--- src/hw/rtl/qte_dly.sv ---
// Enable-gated register delay line with synchronous clear.
// Uses no package; carries side-band bits and payload alongside the datapath.
`default_nettype none

module qte_dly #(
    parameter int WIDTH = 8,
    parameter int DEPTH = 4
) (
    input  wire logic             i_clk,
    input  wire logic             i_rst_n,
    input  wire logic             i_en,
    input  wire logic [WIDTH-1:0] i_data,
    output logic      [WIDTH-1:0] o_data
);
    logic [WIDTH-1:0] r_line [DEPTH];

    always_ff @(posedge i_clk) begin
        if (!i_rst_n) begin
            for (int k = 0; k < DEPTH; k++) begin
                r_line[k] <= '0;
            end
        end else if (i_en) begin
            r_line[0] <= i_data;
            for (int k = 1; k < DEPTH; k++) begin
                r_line[k] <= r_line[k-1];
            end
        end
    end

    assign o_data = r_line[DEPTH-1];
endmodule

`default_nettype wire

--- config.mk ---
export PLATFORM = sky130hd
export DESIGN_NAME = qte_dly
export DESIGN_NICKNAME = d
export VERILOG_FILES = /design/src/hw/rtl/qte_dly.sv
export SDC_FILE = /design/constraint.sdc
export NUM_CORES = 1
export LEC_CHECK = 0
export BUFFER_PORTS_ARGS = -buffer_cell sky130_fd_sc_hd__buf_2
export CAP_MARGIN = 20
export CORE_MARGIN = 2
export CORE_UTILIZATION = 50
export CTS_BUF_LIST = sky130_fd_sc_hd__clkbuf_16
export DETAILED_ROUTE_END_ITERATION = 8
export HOLD_SLACK_MARGIN = 0.08
export PLACE_DENSITY_LB_ADDON = 0.1
export SKIP_LAST_GASP = 1
export SLEW_MARGIN = 20
export SYNTH_ARGS = -nofsm -noshare
export SYNTH_HDL_FRONTEND = slang
export SYNTH_SLANG_ARGS = --single-unit
--- constraint.sdc ---
create_clock -name i_clk -period 2.5 [get_ports i_clk]
set_input_delay 0 -clock i_clk [delete_from_list [all_inputs] [get_ports i_clk]]
set_output_delay 0 -clock i_clk [all_outputs]
set_load 0.02 [all_outputs]
==> run metrics <==
syn_nets=82; CTS buffer count=5; drt drc=0; worst relative slew slack=73.2%; max reg flops=32; Yosys top cell area share=77.6%; clock slew at reported path FFs=0.05 ns; Worst Hold Class=primary input to flop; number of global-route vias before repair=635; largest register by flop count=r_line; final hold violation count=0; CTS tree=yes; Root Driver=clkbuf_16; cell family with most CP delay=buffers and inverters; grt ovf=0; register area share after synthesis=77.6%; WP buf/inv=2; Post-synth ARST share=0%; fin cells=129; Mean Syn Cell Area=17.4 µm²; fin crit share=44.4%; Commonest cells post-synth=and3_2, edfxtp_1, buf_2, clkbuf_2, or2b_1; first-pass GRT wire length=2700 µm; Rows=18; Slowest-stage cell, CP=buf_4; Max VDD drop=0.564 mV; Tmin final=1.11 ns; Critical Path End Type=flop; total routed wirelength=1550 µm; cells along the critical path=buf_2, or2b_1, buf_4; die area=2890 µm²; worst r2r src=r_line[0][5]$_SDFFCE_PN0P_; Unique masters post-synth=5; nets=109; PostCTS Resize Cnt=0; biggest area consumer among synthesized cells=edfxtp_1; Most used DFF post-synth=edfxtp_1; crit-path max FO=33; Total GRT Usage=14.4%; maxcap violations=0; Initial Util=51.4%; Sum Neg Setup Slack=0 ns; M1 GR Usage=13.8%; Gate Count Post-Synth=71; diode count=0; met2 usage=23.4%; ANT nets after route=0; Clock Latency Late Sink=0.27 ns; placed cells=114; Yosys Warn Count=0; Die X=53.8 µm; setup violators final=0; antenna violations before repair=0; Pwr per Cell Area=804 nW/µm²; pin count of the biggest net entering global routing=34; CP Class=primary input to flop; IO Port Bufs=18; GR peak layer=met2; top flop regs=r_line: 32 flops; CTS Buffer Depth=2; num ports=19; startpoint types=primary input; CTS sink cnt=32; Worst Setup SP=i_en; share of layout cells above drive strength 1=56.6%; Max Slew Vio Count=0; crit-path max cell delay=0.37 ns; clock skew=0.00315 ns; chip height=53.8 µm; Worst Max-Slew Pin Slew=0.402 ns; global placement routability congestion=0.637; Worst Hold Launch=i_data[7]; core area=2410 µm²; Area Overhead vs Synth=25.2%; Area contributors post-synth=edfxtp_1, and3_2, buf_2; H-tree levels=2; Seq cells post-synth=32; fmax=900 MHz; number of DRC markers in iteration 0=6; Vias=632; routed len/inst=12.0 µm; Worst EP arrival=1.05 ns; CP required=2.44 ns; mapped cell area=1240 µm²; leakage=0.000711 µW; met3 usage=6.67%; Post-synth EDFFs=32; RSZ-0062 raised after global routing=no; DR vias/cell=4.90; outcome=completed; TritonRoute pass-1 iters=3
==> cell type report <==
class	count	area [µm²]
fill	185	860
timing repair buffer	26	168
clock inverter	3	11.3
sequential	32	961
clock buffer	5	125
tap	30	37.5
multi-input combinational	33	248
==> logic make-up (layout without fill, tap and decap cells) <==
group / after synthesis / count (layout) / synth area share (%)
buffers and inverters: 6 / 34 / 2.42
DFF: 32 / 32 / 77.6
and+or+nand+nor: 33 / 33 / 20.0
==> cells in the final DEF, fill, tap and decap left out, drive strengths merged <==
| cell type | Yosys | final |
|---|---|---|
| and3 | 32 | 32 |
| edfxtp | 32 | 32 |
| buf | 3 | 19 |
| dlygate4sd3 | 0 | 7 |
| clkbuf | 3 | 5 |
| inv | 0 | 2 |
| or2b | 1 | 1 |
| clkinv | 0 | 1 |
==> stage by stage <==
step	power, µW	cell area (µm²)	setup WS [ns]	utilization (%)	hold WS [ns]
5_1_grt	1300	1550	1.26	64.3	0.0833
6_report	1250	1550	1.39	64.3	0.0867
3_3_place_gp	706	1340	1.12	55.8	0.334
3_5_place_dp	710	1340	1.08	55.8	0.338
2_1_floorplan	688	1240	1.33	-	0.243
4_1_cts	1260	1550	1.37	64.3	0.0842
==> power breakdown <==
| group | switching, µW | internal [µW] | leakage [µW] |
|---|---|---|---|
| Sequential | 7.21 | 630 | 0.000352 |
| Combinational | 38.1 | 31.2 | 0.000285 |
| Clock | 184 | 356 | 0.0000738 |
| Total | 230 | 1020 | 0.000711 |
==> path summary, 6_finish.rpt <==
kind / to / slack [ns] / cells past startpoint
hold reg to reg: r_line[3][1]$_SDFFCE_PN0P_ / 0.57 / 1
setup reg to reg: r_line[1][5]$_SDFFCE_PN0P_ / 1.68 / 1
hold / removal: r_line[0][7]$_SDFFCE_PN0P_ / 0.09 / 2
setup / recovery: r_line[2][4]$_SDFFCE_PN0P_ / 1.39 / 3
==> timing repair <==
action | CTS | global route
hold buffers | 7 | 0
hold endpoints to repair | 7 | 0
buffers inserted | 0 | 0
==> per-layer routing <==
layer,vias up,share of wire (%)
met4,0,1.6
li1,326,-
met5,-,0
met2,19,50
met3,5,5.2
met1,282,43
No activity file was read; power rests on OpenSTA's default activity.
